[config.mk]
export PLATFORM = sky130hd
export DESIGN_NAME = morse_key_text_decoder_flat
export DESIGN_NICKNAME = d
export VERILOG_FILES = /design/src/sv/mktd_pkg.sv /design/src/sv/mktd_if.sv /design/src/sv/morse_key_text_decoder.sv /design/src/sv/mktd_decode.sv /design/src/flat_wrapper.sv
export VERILOG_INCLUDE_DIRS = /design/src /design/src/sv
export SDC_FILE = /design/constraint.sdc
export NUM_CORES = 1
export LEC_CHECK = 0
export CELL_PAD_IN_SITES_DETAIL_PLACEMENT = 1
export CELL_PAD_IN_SITES_GLOBAL_PLACEMENT = 1
export CORE_AREA = 2 2 122 124
export DETAILED_ROUTE_END_ITERATION = 10
export DIE_AREA = 0 0 124 126
export DONT_BUFFER_PORTS = 1
export GPL_ROUTABILITY_DRIVEN = 0
export GPL_TIMING_DRIVEN = 0
export PLACE_DENSITY_LB_ADDON = 0.1
export REMOVE_ABC_BUFFERS = 1
export SLEW_MARGIN = 20
export SYNTH_ARGS = -nofsm -noshare
export SYNTH_HDL_FRONTEND = slang
export SYNTH_SLANG_ARGS = --single-unit
[constraint.sdc]
create_clock -name i_clk -period 5.03 [get_ports i_clk]
set_input_delay 1.006 -clock i_clk [delete_from_list [all_inputs] [get_ports i_clk]]
set_output_delay 1.006 -clock i_clk [all_outputs]
set_load 0.05 [all_outputs]
[src/sv/morse_key_text_decoder_macros.svh]
// assertion macros shared by the morse key text decoder rtl
`ifndef MORSE_KEY_TEXT_DECODER_MACROS_SVH
`define MORSE_KEY_TEXT_DECODER_MACROS_SVH

// check on every clock edge outside reset
`define MKTD_ASSERT_CLK(lbl, prop, msg) \
    lbl: assert property (@(posedge i_clk) disable iff (!i_rst_n) prop) else $error(msg);

// check on every clock edge, reset included
`define MKTD_ASSERT_ALWAYS(lbl, prop, msg) \
    lbl: assert property (@(posedge i_clk) prop) else $error(msg);

`endif

[src/sv/mktd_pkg.sv]
// types, constants and the morse code table of the morse key text decoder
`timescale 1ns / 1ps

package mktd_pkg;

    localparam int TEXT_CAPACITY = 16;
    localparam int SYMBOL_MAX    = 6;
    localparam int CODE_COUNT    = 36;

    localparam int TEXT_LEN_W = 5;
    localparam int SYM_LEN_W  = 3;
    localparam int SYM_W      = 6;
    localparam int CHAR_W     = 8;
    localparam int PADDR_W    = 2;
    localparam int PDATA_W    = 32;

    localparam logic [PADDR_W-1:0] ADDR_BACK_ENABLE = 2'd0;

    localparam logic [CHAR_W-1:0] CHAR_SPACE = " ";
    localparam logic [CHAR_W-1:0] CHAR_NONE  = 8'd0;

    // six dots and six dashes as pending patterns
    localparam logic [SYM_W-1:0] PATTERN_DOTS  = 6'h00;
    localparam logic [SYM_W-1:0] PATTERN_DASHES = 6'h3f;

    typedef enum logic [2:0] {
        EV_NONE    = 3'd0,
        EV_APPEND  = 3'd1,
        EV_DELETE  = 3'd2,
        EV_CLEAR   = 3'd3,
        EV_RESTART = 3'd4
    } t_text_event;

    typedef struct packed {
        logic                 dash_level;
        logic                 dot_level;
        logic                 space_level;
        logic                 back_level;
    } t_keys;

    typedef struct packed {
        logic                  prev_dash;
        logic                  prev_dot;
        logic                  prev_space;
        logic [SYM_W-1:0]      sym_bits;
        logic [SYM_LEN_W-1:0]  sym_count;
        logic [TEXT_LEN_W-1:0] text_count;
    } t_state;

    typedef struct packed {
        t_text_event           text_event;
        logic [CHAR_W-1:0]     text_char;
        logic                  back_deleted;
        logic [TEXT_LEN_W-1:0] text_length;
        logic [SYM_LEN_W-1:0]  symbol_length;
        logic [SYM_W-1:0]      symbol_pattern;
    } t_result;

    typedef struct packed {
        logic [SYM_LEN_W-1:0] len;
        logic [SYM_W-1:0]     bits;
        logic [CHAR_W-1:0]    ch;
    } t_code;

    // itu morse, bit i set for a dash at position i
    localparam t_code MORSE_TABLE [CODE_COUNT] = '{
        '{3'd2, 6'd2,  "A"}, '{3'd4, 6'd1,  "B"}, '{3'd4, 6'd5,  "C"},
        '{3'd3, 6'd1,  "D"}, '{3'd1, 6'd0,  "E"}, '{3'd4, 6'd4,  "F"},
        '{3'd3, 6'd3,  "G"}, '{3'd4, 6'd0,  "H"}, '{3'd2, 6'd0,  "I"},
        '{3'd4, 6'd14, "J"}, '{3'd3, 6'd5,  "K"}, '{3'd4, 6'd2,  "L"},
        '{3'd2, 6'd3,  "M"}, '{3'd2, 6'd1,  "N"}, '{3'd3, 6'd7,  "O"},
        '{3'd4, 6'd6,  "P"}, '{3'd4, 6'd11, "Q"}, '{3'd3, 6'd2,  "R"},
        '{3'd3, 6'd0,  "S"}, '{3'd1, 6'd1,  "T"}, '{3'd3, 6'd4,  "U"},
        '{3'd4, 6'd8,  "V"}, '{3'd3, 6'd6,  "W"}, '{3'd4, 6'd9,  "X"},
        '{3'd4, 6'd13, "Y"}, '{3'd4, 6'd3,  "Z"},
        '{3'd5, 6'd31, "0"}, '{3'd5, 6'd30, "1"}, '{3'd5, 6'd28, "2"},
        '{3'd5, 6'd24, "3"}, '{3'd5, 6'd16, "4"}, '{3'd5, 6'd0,  "5"},
        '{3'd5, 6'd1,  "6"}, '{3'd5, 6'd3,  "7"}, '{3'd5, 6'd7,  "8"},
        '{3'd5, 6'd15, "9"}
    };

    // character of a pending symbol, zero when it is no code
    function automatic logic [CHAR_W-1:0] morse_lookup(
        input logic [SYM_LEN_W-1:0] len,
        input logic [SYM_W-1:0]     bits
    );
        logic [CHAR_W-1:0] ch;
        ch = CHAR_NONE;
        for (int i = 0; i < CODE_COUNT; i++) begin
            if (MORSE_TABLE[i].len == len && MORSE_TABLE[i].bits == bits) begin
                ch = MORSE_TABLE[i].ch;
            end
        end
        return ch;
    endfunction

endpackage

[src/sv/mktd_if.sv]
// valid/ready channel interfaces for key words and text words
`timescale 1ns / 1ps

interface mktd_key_if;
    logic valid;
    logic ready;
    logic dash_level;
    logic dot_level;
    logic space_level;
    logic back_level;

    modport source (output valid, dash_level, dot_level, space_level, back_level,
                    input ready);
    modport sink   (input valid, dash_level, dot_level, space_level, back_level,
                    output ready);
endinterface

interface mktd_text_if;
    logic       valid;
    logic       ready;
    logic [2:0] text_event;
    logic [7:0] text_char;
    logic       back_deleted;
    logic [4:0] text_length;
    logic [2:0] symbol_length;
    logic [5:0] symbol_pattern;

    modport source (output valid, text_event, text_char, back_deleted, text_length,
                    symbol_length, symbol_pattern,
                    input ready);
    modport sink   (input valid, text_event, text_char, back_deleted, text_length,
                    symbol_length, symbol_pattern,
                    output ready);
endinterface

[src/sv/morse_key_text_decoder.sv]
// a key word's text word is held in the result register and offered in the cycle after acceptance
// throughput: one key word per cycle while the text side does not stall, the decode is one registered step
// the key side stays ready while the result register is empty or being taken
// reset (i_rst_n low, synchronous): keys released, symbol and text empty,
// back_enable set to 1, result register empty
`timescale 1ns / 1ps

`include "morse_key_text_decoder_macros.svh"

module morse_key_text_decoder
    import mktd_pkg::*;
(
    input  logic               i_clk,
    input  logic               i_rst_n,
    mktd_key_if.sink           i_key,
    mktd_text_if.source        o_text,
    input  logic               psel,
    input  logic               penable,
    input  logic               pwrite,
    input  logic [PADDR_W-1:0] paddr,
    input  logic [PDATA_W-1:0] pwdata,
    output logic [PDATA_W-1:0] prdata,
    output logic               pready
);

    t_state  r_state;
    t_state  n_state;
    t_result r_out;
    t_result n_out;
    logic    r_out_valid;
    logic    r_back_enable;
    logic    key_accept;
    logic    cfg_write;
    t_keys   keys;

    // configuration port
    assign pready    = 1'b1;
    assign cfg_write = psel && penable && pwrite && (paddr == ADDR_BACK_ENABLE);
    assign prdata    = (paddr == ADDR_BACK_ENABLE) ? PDATA_W'(r_back_enable) : '0;

    always_ff @(posedge i_clk) begin
        if (!i_rst_n) begin
            r_back_enable <= 1'b1;
        end else if (cfg_write) begin
            r_back_enable <= pwdata[0];
        end
    end

    // key word handshake
    assign i_key.ready = !r_out_valid || o_text.ready;
    assign key_accept  = i_key.valid && i_key.ready;

    assign keys.dash_level  = i_key.dash_level;
    assign keys.dot_level   = i_key.dot_level;
    assign keys.space_level = i_key.space_level;
    assign keys.back_level  = i_key.back_level;

    mktd_decode u_decode (
        .i_state       (r_state),
        .i_keys        (keys),
        .i_back_enable (r_back_enable),
        .o_state       (n_state),
        .o_result      (n_out)
    );

    // decoder state
    always_ff @(posedge i_clk) begin
        if (!i_rst_n) begin
            r_state.prev_dash  <= 1'b1;
            r_state.prev_dot   <= 1'b1;
            r_state.prev_space <= 1'b1;
            r_state.sym_bits   <= '0;
            r_state.sym_count  <= '0;
            r_state.text_count <= '0;
        end else if (key_accept) begin
            r_state <= n_state;
        end
    end

    // result register
    always_ff @(posedge i_clk) begin
        if (!i_rst_n) begin
            r_out_valid <= 1'b0;
        end else if (key_accept) begin
            r_out_valid <= 1'b1;
        end else if (o_text.ready) begin
            r_out_valid <= 1'b0;
        end
    end

    always_ff @(posedge i_clk) begin
        if (key_accept) begin
            r_out <= n_out;
        end
    end

    assign o_text.valid          = r_out_valid;
    assign o_text.text_event     = r_out.text_event;
    assign o_text.text_char      = r_out.text_char;
    assign o_text.back_deleted   = r_out.back_deleted;
    assign o_text.text_length    = r_out.text_length;
    assign o_text.symbol_length  = r_out.symbol_length;
    assign o_text.symbol_pattern = r_out.symbol_pattern;

    // checks
    `MKTD_ASSERT_ALWAYS(a_reset_clears, !i_rst_n |=> (!r_out_valid && r_state.text_count == '0), "reset did not clear result and text")
    `MKTD_ASSERT_CLK(a_text_bound, r_state.text_count <= TEXT_LEN_W'(TEXT_CAPACITY), "text count beyond capacity")
    `MKTD_ASSERT_CLK(a_out_tracks_state, r_out_valid |-> (r_out.text_length == r_state.text_count && r_out.symbol_length == r_state.sym_count), "result word out of step with state")
    `MKTD_ASSERT_CLK(a_stall_holds_state, (r_out_valid && !o_text.ready) |=> $stable(r_state), "state moved while result stalled")
    `MKTD_ASSERT_CLK(a_restart_length, (r_out_valid && r_out.text_event == EV_RESTART) |-> (r_out.text_length == TEXT_LEN_W'(1) - TEXT_LEN_W'(r_out.back_deleted)), "restart left wrong text length")

endmodule

[src/sv/mktd_decode.sv]
// key edge detection, symbol building, morse decode and text edit logic
`timescale 1ns / 1ps

module mktd_decode
    import mktd_pkg::*;
(
    input  t_state  i_state,
    input  t_keys   i_keys,
    input  logic    i_back_enable,
    output t_state  o_state,
    output t_result o_result
);

    logic                 dash_fall;
    logic                 dot_fall;
    logic                 space_fall;
    logic                 is_dash;
    logic [CHAR_W-1:0]    sym_char;
    logic [TEXT_LEN_W:0]  text_plus;
    t_state               n_state;
    t_result              n_result;

    // falling edges, dash over dot over space
    assign dash_fall  = !i_keys.dash_level && i_state.prev_dash;
    assign dot_fall   = !i_keys.dot_level && i_state.prev_dot;
    assign space_fall = !i_keys.space_level && i_state.prev_space;
    assign is_dash    = dash_fall;

    // decoded character, an empty symbol is a space
    assign sym_char  = (i_state.sym_count == '0) ? CHAR_SPACE
                     : morse_lookup(i_state.sym_count, i_state.sym_bits);
    assign text_plus = {1'b0, i_state.text_count} + (TEXT_LEN_W+1)'(1);

    // next state and result word
    always_comb begin
        n_state                 = i_state;
        n_result.text_event     = EV_NONE;
        n_result.text_char      = CHAR_NONE;
        n_result.back_deleted   = 1'b0;

        if (dash_fall || dot_fall) begin
            if (i_state.sym_count >= SYM_LEN_W'(SYMBOL_MAX)) begin
                n_state.sym_count = SYM_LEN_W'(1);
                n_state.sym_bits  = SYM_W'(is_dash);
            end else begin
                n_state.sym_bits  = i_state.sym_bits | (SYM_W'(is_dash) << i_state.sym_count);
                n_state.sym_count = i_state.sym_count + SYM_LEN_W'(1);
            end
        end else if (space_fall) begin
            if (sym_char != CHAR_NONE) begin
                if (text_plus > (TEXT_LEN_W+1)'(TEXT_CAPACITY)) begin
                    n_state.text_count  = TEXT_LEN_W'(1);
                    n_result.text_event = EV_RESTART;
                end else begin
                    n_state.text_count  = text_plus[TEXT_LEN_W-1:0];
                    n_result.text_event = EV_APPEND;
                end
                n_result.text_char = sym_char;
            end else if (i_state.sym_count == SYM_LEN_W'(SYMBOL_MAX)
                         && i_state.sym_bits == PATTERN_DOTS) begin
                if (i_state.text_count != '0) begin
                    n_state.text_count  = i_state.text_count - TEXT_LEN_W'(1);
                    n_result.text_event = EV_DELETE;
                end
            end else if (i_state.sym_count == SYM_LEN_W'(SYMBOL_MAX)
                         && i_state.sym_bits == PATTERN_DASHES) begin
                n_state.text_count  = '0;
                n_result.text_event = EV_CLEAR;
            end
            n_state.sym_bits  = '0;
            n_state.sym_count = '0;
        end

        // held back key deletes on every tick while back_enable is set and the text is not empty
        if (i_back_enable && !i_keys.back_level && n_state.text_count != '0) begin
            n_state.text_count    = n_state.text_count - TEXT_LEN_W'(1);
            n_result.back_deleted = 1'b1;
        end

        n_state.prev_dash  = i_keys.dash_level;
        n_state.prev_dot   = i_keys.dot_level;
        n_state.prev_space = i_keys.space_level;

        n_result.text_length    = n_state.text_count;
        n_result.symbol_length  = n_state.sym_count;
        n_result.symbol_pattern = n_state.sym_bits;
    end

    assign o_state  = n_state;
    assign o_result = n_result;

endmodule

[src/flat_wrapper.sv]
// flat-port wrapper written by rule: the top's interface ports become plain ports
module morse_key_text_decoder_flat import mktd_pkg::*;
  (i_clk, i_rst_n, psel, penable, pwrite, paddr, pwdata, prdata, pready, i_key_valid, i_key_dash_level, i_key_dot_level, i_key_space_level, i_key_back_level, i_key_ready, o_text_valid, o_text_text_event, o_text_text_char, o_text_back_deleted, o_text_text_length, o_text_symbol_length, o_text_symbol_pattern, o_text_ready);
  mktd_key_if i_key_i ();
  mktd_text_if o_text_i ();
  input  logic i_clk;
  input  logic i_rst_n;
  input  logic psel;
  input  logic penable;
  input  logic pwrite;
  input  logic [PADDR_W-1:0] paddr;
  input  logic [PDATA_W-1:0] pwdata;
  output logic [PDATA_W-1:0] prdata;
  output logic pready;
  input wire logic [$bits(i_key_i.valid)-1:0] i_key_valid;
  input wire logic [$bits(i_key_i.dash_level)-1:0] i_key_dash_level;
  input wire logic [$bits(i_key_i.dot_level)-1:0] i_key_dot_level;
  input wire logic [$bits(i_key_i.space_level)-1:0] i_key_space_level;
  input wire logic [$bits(i_key_i.back_level)-1:0] i_key_back_level;
  output wire logic [$bits(i_key_i.ready)-1:0] i_key_ready;
  output wire logic [$bits(o_text_i.valid)-1:0] o_text_valid;
  output wire logic [$bits(o_text_i.text_event)-1:0] o_text_text_event;
  output wire logic [$bits(o_text_i.text_char)-1:0] o_text_text_char;
  output wire logic [$bits(o_text_i.back_deleted)-1:0] o_text_back_deleted;
  output wire logic [$bits(o_text_i.text_length)-1:0] o_text_text_length;
  output wire logic [$bits(o_text_i.symbol_length)-1:0] o_text_symbol_length;
  output wire logic [$bits(o_text_i.symbol_pattern)-1:0] o_text_symbol_pattern;
  input wire logic [$bits(o_text_i.ready)-1:0] o_text_ready;
  assign i_key_i.valid = i_key_valid;
  assign i_key_i.dash_level = i_key_dash_level;
  assign i_key_i.dot_level = i_key_dot_level;
  assign i_key_i.space_level = i_key_space_level;
  assign i_key_i.back_level = i_key_back_level;
  assign i_key_ready = i_key_i.ready;
  assign o_text_valid = o_text_i.valid;
  assign o_text_text_event = o_text_i.text_event;
  assign o_text_text_char = o_text_i.text_char;
  assign o_text_back_deleted = o_text_i.back_deleted;
  assign o_text_text_length = o_text_i.text_length;
  assign o_text_symbol_length = o_text_i.symbol_length;
  assign o_text_symbol_pattern = o_text_i.symbol_pattern;
  assign o_text_i.ready = o_text_ready;
  morse_key_text_decoder u_core (.i_clk(i_clk), .i_rst_n(i_rst_n), .i_key(i_key_i), .o_text(o_text_i), .psel(psel), .penable(penable), .pwrite(pwrite), .paddr(paddr), .pwdata(pwdata), .prdata(prdata), .pready(pready));
endmodule
# == Word level (Yosys, flattened, before mapping) ==
# Cells that the tools add are included.
# totals
reg_bits,45
latchBits,0
ramBits,0
mem_bits_ro,0
in_bits,45
out_inout_bits,61
word_cells,168
memories,0
# classes
n_addsub,4
mul,0
n_div,0
magnitude_cmp,2
n_eq_ne,25
shifts,1
muxes,56
n_bitwise,3
n_reduce_logical,63
# ops
op,count
8-bit 2-to-1 mux,36
1-bit logical AND,47
"4-bit by 6-bit equality test with 1-bit output, first input constant",6
5-bit 2-to-1 mux,7
"5-bit by 6-bit equality test with 1-bit output, first input constant",5
"3-bit by 6-bit equality test with 1-bit output, first input constant",4
9-bit 2-to-1 mux,2
14-bit 2-to-1 mux,1
"2-bit by 6-bit equality test with 1-bit output, first input constant",2
5-bit nonzero test,2
"5-bit by 1-bit subtractor with 5-bit output, second input constant",2
3-bit 2-to-1 mux,3
8-bit nonzero test,1
7-bit 2-to-1 mux,1
"5-bit by 1-bit adder with 6-bit output, second input constant",1
"1-bit by 6-bit equality test with 1-bit output, first input constant",1
"2-bit by 3-bit equality test with 1-bit output, first input constant",2
"3-bit equality test, first input constant",2
"6-bit equality test, second input constant",1
"6-bit by 5-bit greater-than comparator with 1-bit output, second input constant",1
6-bit zero test,1
6-bit bitwise OR,1
1-bit by 3-bit << shifter with 6-bit output,1
1-bit zero test,5
other kinds (13),19

# == Depth between registers and ports, before layout ==
# depth
ltp_word,46
ltp_mapped,16
mapped_depth_nobuf,14

# == Cells and area by module ==
# From an unflattened synthesis, not the netlist that was laid out.
# hier_totals
hier_cells,421
hier_area_um2,3748.6
# modules_own_cells
mod,instances,cells_each,area_per_inst_um2,seq_area_each_um2
morse_key_text_decoder,1,148,1899.3,1161.1
mktd_decode,1,273,1849.3,0.0

# == Worst setup path before layout ==
# OpenSTA, ideal clock, no wires.
# synth_timing
path_type,register to register
startpoint,register u_core.r_state[5] (netlist name)
endpoint,register u_core.r_state[3] (netlist name)
setup_ps,115
t_arrival_ps,3455
t_required_ps,4915
slack_ps,1460
path_stages_with_launch,17
n_path_buf,2
period_less_slack_ps,3570
cell_sequence,dfxtp_1 -> clkbuf_1 -> inv_1 -> ha_1 -> and4b_1 -> a32o_1 -> a31oi_1 -> and4b_1 -> buf_4 -> a21oi_2 -> o32ai_2 -> ha_1 -> o21ai_0 -> a211oi_2 -> a211oi_1 -> mux2_4 -> o21ba_1
# synth_lines
element,line,source
start: declaration,morse_key_text_decoder.sv:26,t_state r_state;
start signal: assignment,morse_key_text_decoder.sv:76,r_state <= n_state;

==> results.yml <==
run_status:
  status: "completed"
worst_hold_path:
  min_path_cells: 2
  hp-class: "register to register"
  hold_end: "u_core.r_state[14]"
  hold_start: "u_core.r_state[14]"
yosys:
  synth_area_mm2: 0.00350
  synth-edff-count: 25
  synth-seq-cells: 44
  yosysSeqAreaShare: 0.323
  synthArstFlopShare: 0
  yosys_most_used_dff: "edfxtp_1"
  ys.warnings.count: 0
  synth_cells: 421
  syn_area_per_cell_um2: 8.32
  yosys.cell_types.count: 76
clocking:
  cts-buffers-inserted: 5
  path_clk_slew_ps: 60
  cts_tree: "done"
  clock-sinks: 44
  cts.path.max_buffers: 2
  postCtsHoldBufs: 0
  clockRootBuffer: "clkbuf_16"
  worstSkewPairLatency_ps: 300
  htree_levels: 2
timing:
  finalMaxSlewViolations: 0
  worst_pin_slew_ps: 933
  setup-tns-final_ps: 0
  maxClockFrequency_mhz: 223
  rsz0062_at_grt: "no"
  period_minus_slack_ps: 4490
  finalClockSkew_ps: 10.7
  slew_headroom: 0.377
  setup_viol_count_final: 0
  hold_viol: 0
  post-route-period-util: 0.892
worst_setup_path:
  cp-start-kind: "register"
  cpLargestDelayFamily: "compound AO/OA/AOI/OAI gates"
  cp_slowest_stage_delay_ps: 620
  r2r_start: "u_core.r_state[7]"
  critPathKind: "register to register"
  worstPathMaxFanout: 23
  ff2ff_path_depth: 14
  critPathRequiredTime_ps: 5220
  endpoint_kind: "register"
  reg2reg_slack_ps: 540
  regToRegEndpoint: "u_core.r_state[3]"
  worstPathArrival_ps: 4680
  cpMaxStageDelayCell: "dfxtp_2"
  path_cells: "inv_1 > ha_1 > and2_1 > o211ai_1 > o2111a_1 > and4b_1 > a21oi_2 > o32ai_2 > ha_1 > o21ai_0 > a211oi_2 > a211oi_1 > mux2_4 > o21ba_1"
  path_buf_inv: 1
  crit_top_cell: "ha_1"
final_layout:
  nets: 458
  layout-drive-gt1-share: 0.0765
  diodes: 0
  area_delta_synth_final_pct: 4.54
  fillers: 1722
global_route:
  grt_start_max_net_pins: 34
  grt_antenna_before_repair: 0
  grt_first_pass_wirelength_um: 17100
  grt_pass1_vias: 3110
  grt_usage: 0.141
  grt_remaining_overflow: 0
power:
  p_per_area_mw_per_mm2: 302
  p_leak_nw: 1.37
  peakVddDrop_mv: 0.127
  p_total_w: 0.00111
route:
  drtIter0Drc: 126
  detail-route-antenna-nets: 0
  drt-pass1-iter-count: 4
  num_vias: 3019
  routed_wl_um: 10600
  drc_errors: 0
  via_per_inst: 5.13
  wl_per_cell_um: 18.0
floorplanning:
  initial_utilization: 0.245
  ios: 106
  die_w_um: 124
  fp.dieH_um: 126
  core_mm2: 0.0143
  row_count: 44
  dieArea_mm2: 0.0156
place:
  portBuffers: 0
  dpl.hpwl_um: 7660
flow_run:
  drv_cap: 0
cell type report:
class,instances,area (um^2),share of cell area
Sequential cell,44,1130,0.310
Clock buffer,6,129,0.0352
Multi-Input combinational cell,341,2090,0.571
Clock inverter,2,11.3,0.00307
Timing Repair Buffer,1,27.5,0.00752
Tap cell,184,230,0.0629
Inverter,11,41.3,0.0113
stage by stage:
stage / hold WS, ps / std cells / setup WS, ps / utilization / cell area, um^2
after CTS: 472 / 589 / 106 / 0.256 / 3660
final: 463 / 589 / 542 / 0.256 / 3660
after detailed placement: 455 / 581 / 89.3 / 0.246 / 3520
after global placement: 441 / 580 / 124 / 0.244 / 3490
after floorplan: 430 / 396 / 1310 / - / 3260
after global routing: 502 / 589 / 199 / 0.256 / 3660
state kept, by name, indices dropped and copies added, names as in the netlist:
| signal | flops |
|---|---|
| u_core.o_text.back_deleted | 1 |
| u_core.o_text.symbol_length | 3 |
| u_core.o_text.symbol_pattern | 6 |
| u_core.o_text.text_char | 7 |
| u_core.o_text.text_event | 3 |
| u_core.o_text.text_length | 5 |
| u_core.o_text.valid | 1 |
| u_core.r_back_enable | 1 |
| u_core.r_state | 17 |
metal layers:
layer,global-route usage,routed length [um],share of wire
met2,0.215,4790,0.45
met1,0.206,5340,0.50
met5,0,0,0
met4,0.0304,85,0.0080
met3,0.0285,396,0.037
cells by family (layout without fill, tap and decap cells):
kind of cell,count (synthesis),in the layout,share of synthesized area
AO/OA/AOI/OAI,100,100,0.211
adder cells (fa/ha/maj),9,9,0.0321
AND/OR/NAND/NOR,190,190,0.290
flip-flops,44,44,0.323
other,2,33,0.00214
multiplexers,8,8,0.0254
buffers and inverters,67,20,0.114
XOR/XNOR,1,1,0.00250
cell usage after synthesis (3+ instances only):
library cell | count | area [um^2]
nand2_1 | 53 | 199
o21ai_0 | 17 | 85.1
buf_4 | 35 | 263
nor3_1 | 13 | 65.1
inv_1 | 11 | 41.3
edfxtp_1 | 25 | 751
and2_1 | 6 | 37.5
clkbuf_1 | 11 | 41.3
nand4_1 | 7 | 43.8
nand2b_1 | 10 | 62.6
a211oi_1 | 5 | 37.5
nand3_1 | 19 | 95.1
a21oi_1 | 23 | 115
a31oi_1 | 9 | 56.3
and4b_1 | 3 | 30.0
ha_1 | 9 | 113
nor3b_1 | 3 | 22.5
or3_1 | 3 | 18.8
o211ai_1 | 4 | 30.0
mux2i_1 | 4 | 40.0
nor2b_1 | 10 | 62.6
nand3b_1 | 3 | 22.5
and3_1 | 4 | 25.0
buf_2 | 7 | 35.0
nor4_1 | 3 | 18.8
nor2_1 | 35 | 131
dfxtp_1 | 19 | 380
a22o_1 | 4 | 35.0
a32o_1 | 5 | 50.1
power by group:
part	total (W)	internal, W	switching (W)	leakage, nW
Combinational	0.000262	0.0000807	0.000181	0.890
Sequential	0.000517	0.000415	0.000102	0.408
Clock	0.000327	0.000184	0.000143	0.0712
worst max path at each step:
| stage | depth (start not counted) | endpoint | slack, ps | from |
|---|---|---|---|---|
| floorplan | 14 | u_core.r_state[3] | 1310 | u_core.r_state[7] |
| global placement | 14 | u_core.r_state[3] | 120 | u_core.r_state[7] |
| detailed placement | 14 | u_core.r_state[3] | 90 | u_core.r_state[7] |
| CTS | 14 | u_core.r_state[3] | 110 | u_core.r_state[7] |
| global route | 14 | u_core.r_state[3] | 200 | u_core.r_state[7] |
| finish | 14 | u_core.r_state[3] | 540 | u_core.r_state[7] |
cells in the final DEF, fill, tap and decap left out, drive strengths merged, types with 10 or more instances in the layout:
cell type	instances
nor2b	10
conb	33
dfxtp	19
inv	12
nor2	35
nand3	19
a21oi	25
nand2b	10
a31oi	12
nor3	14
nand2	54
o21ai	17
edfxtp	25
worst register-to-register path, delay by kind of cell, from the launching register on:
| family | cells | cell delay [ps] |
|---|---|---|
| multiplexers | 1 | 310 |
| adder cells (fa/ha/maj) | 2 | 600 |
| buffers and inverters | 1 | 240 |
| AO/OA/AOI/OAI | 8 | 1970 |
| flip-flops | 1 | 620 |
| AND/OR/NAND/NOR | 2 | 650 |
what timing repair did:
action	4_1_cts	5_1_grt
setup endpoints to repair	0	7
gates resized for setup	0	1
buffers inserted	0	0
No activity file was read; power rests on OpenSTA's default activity.
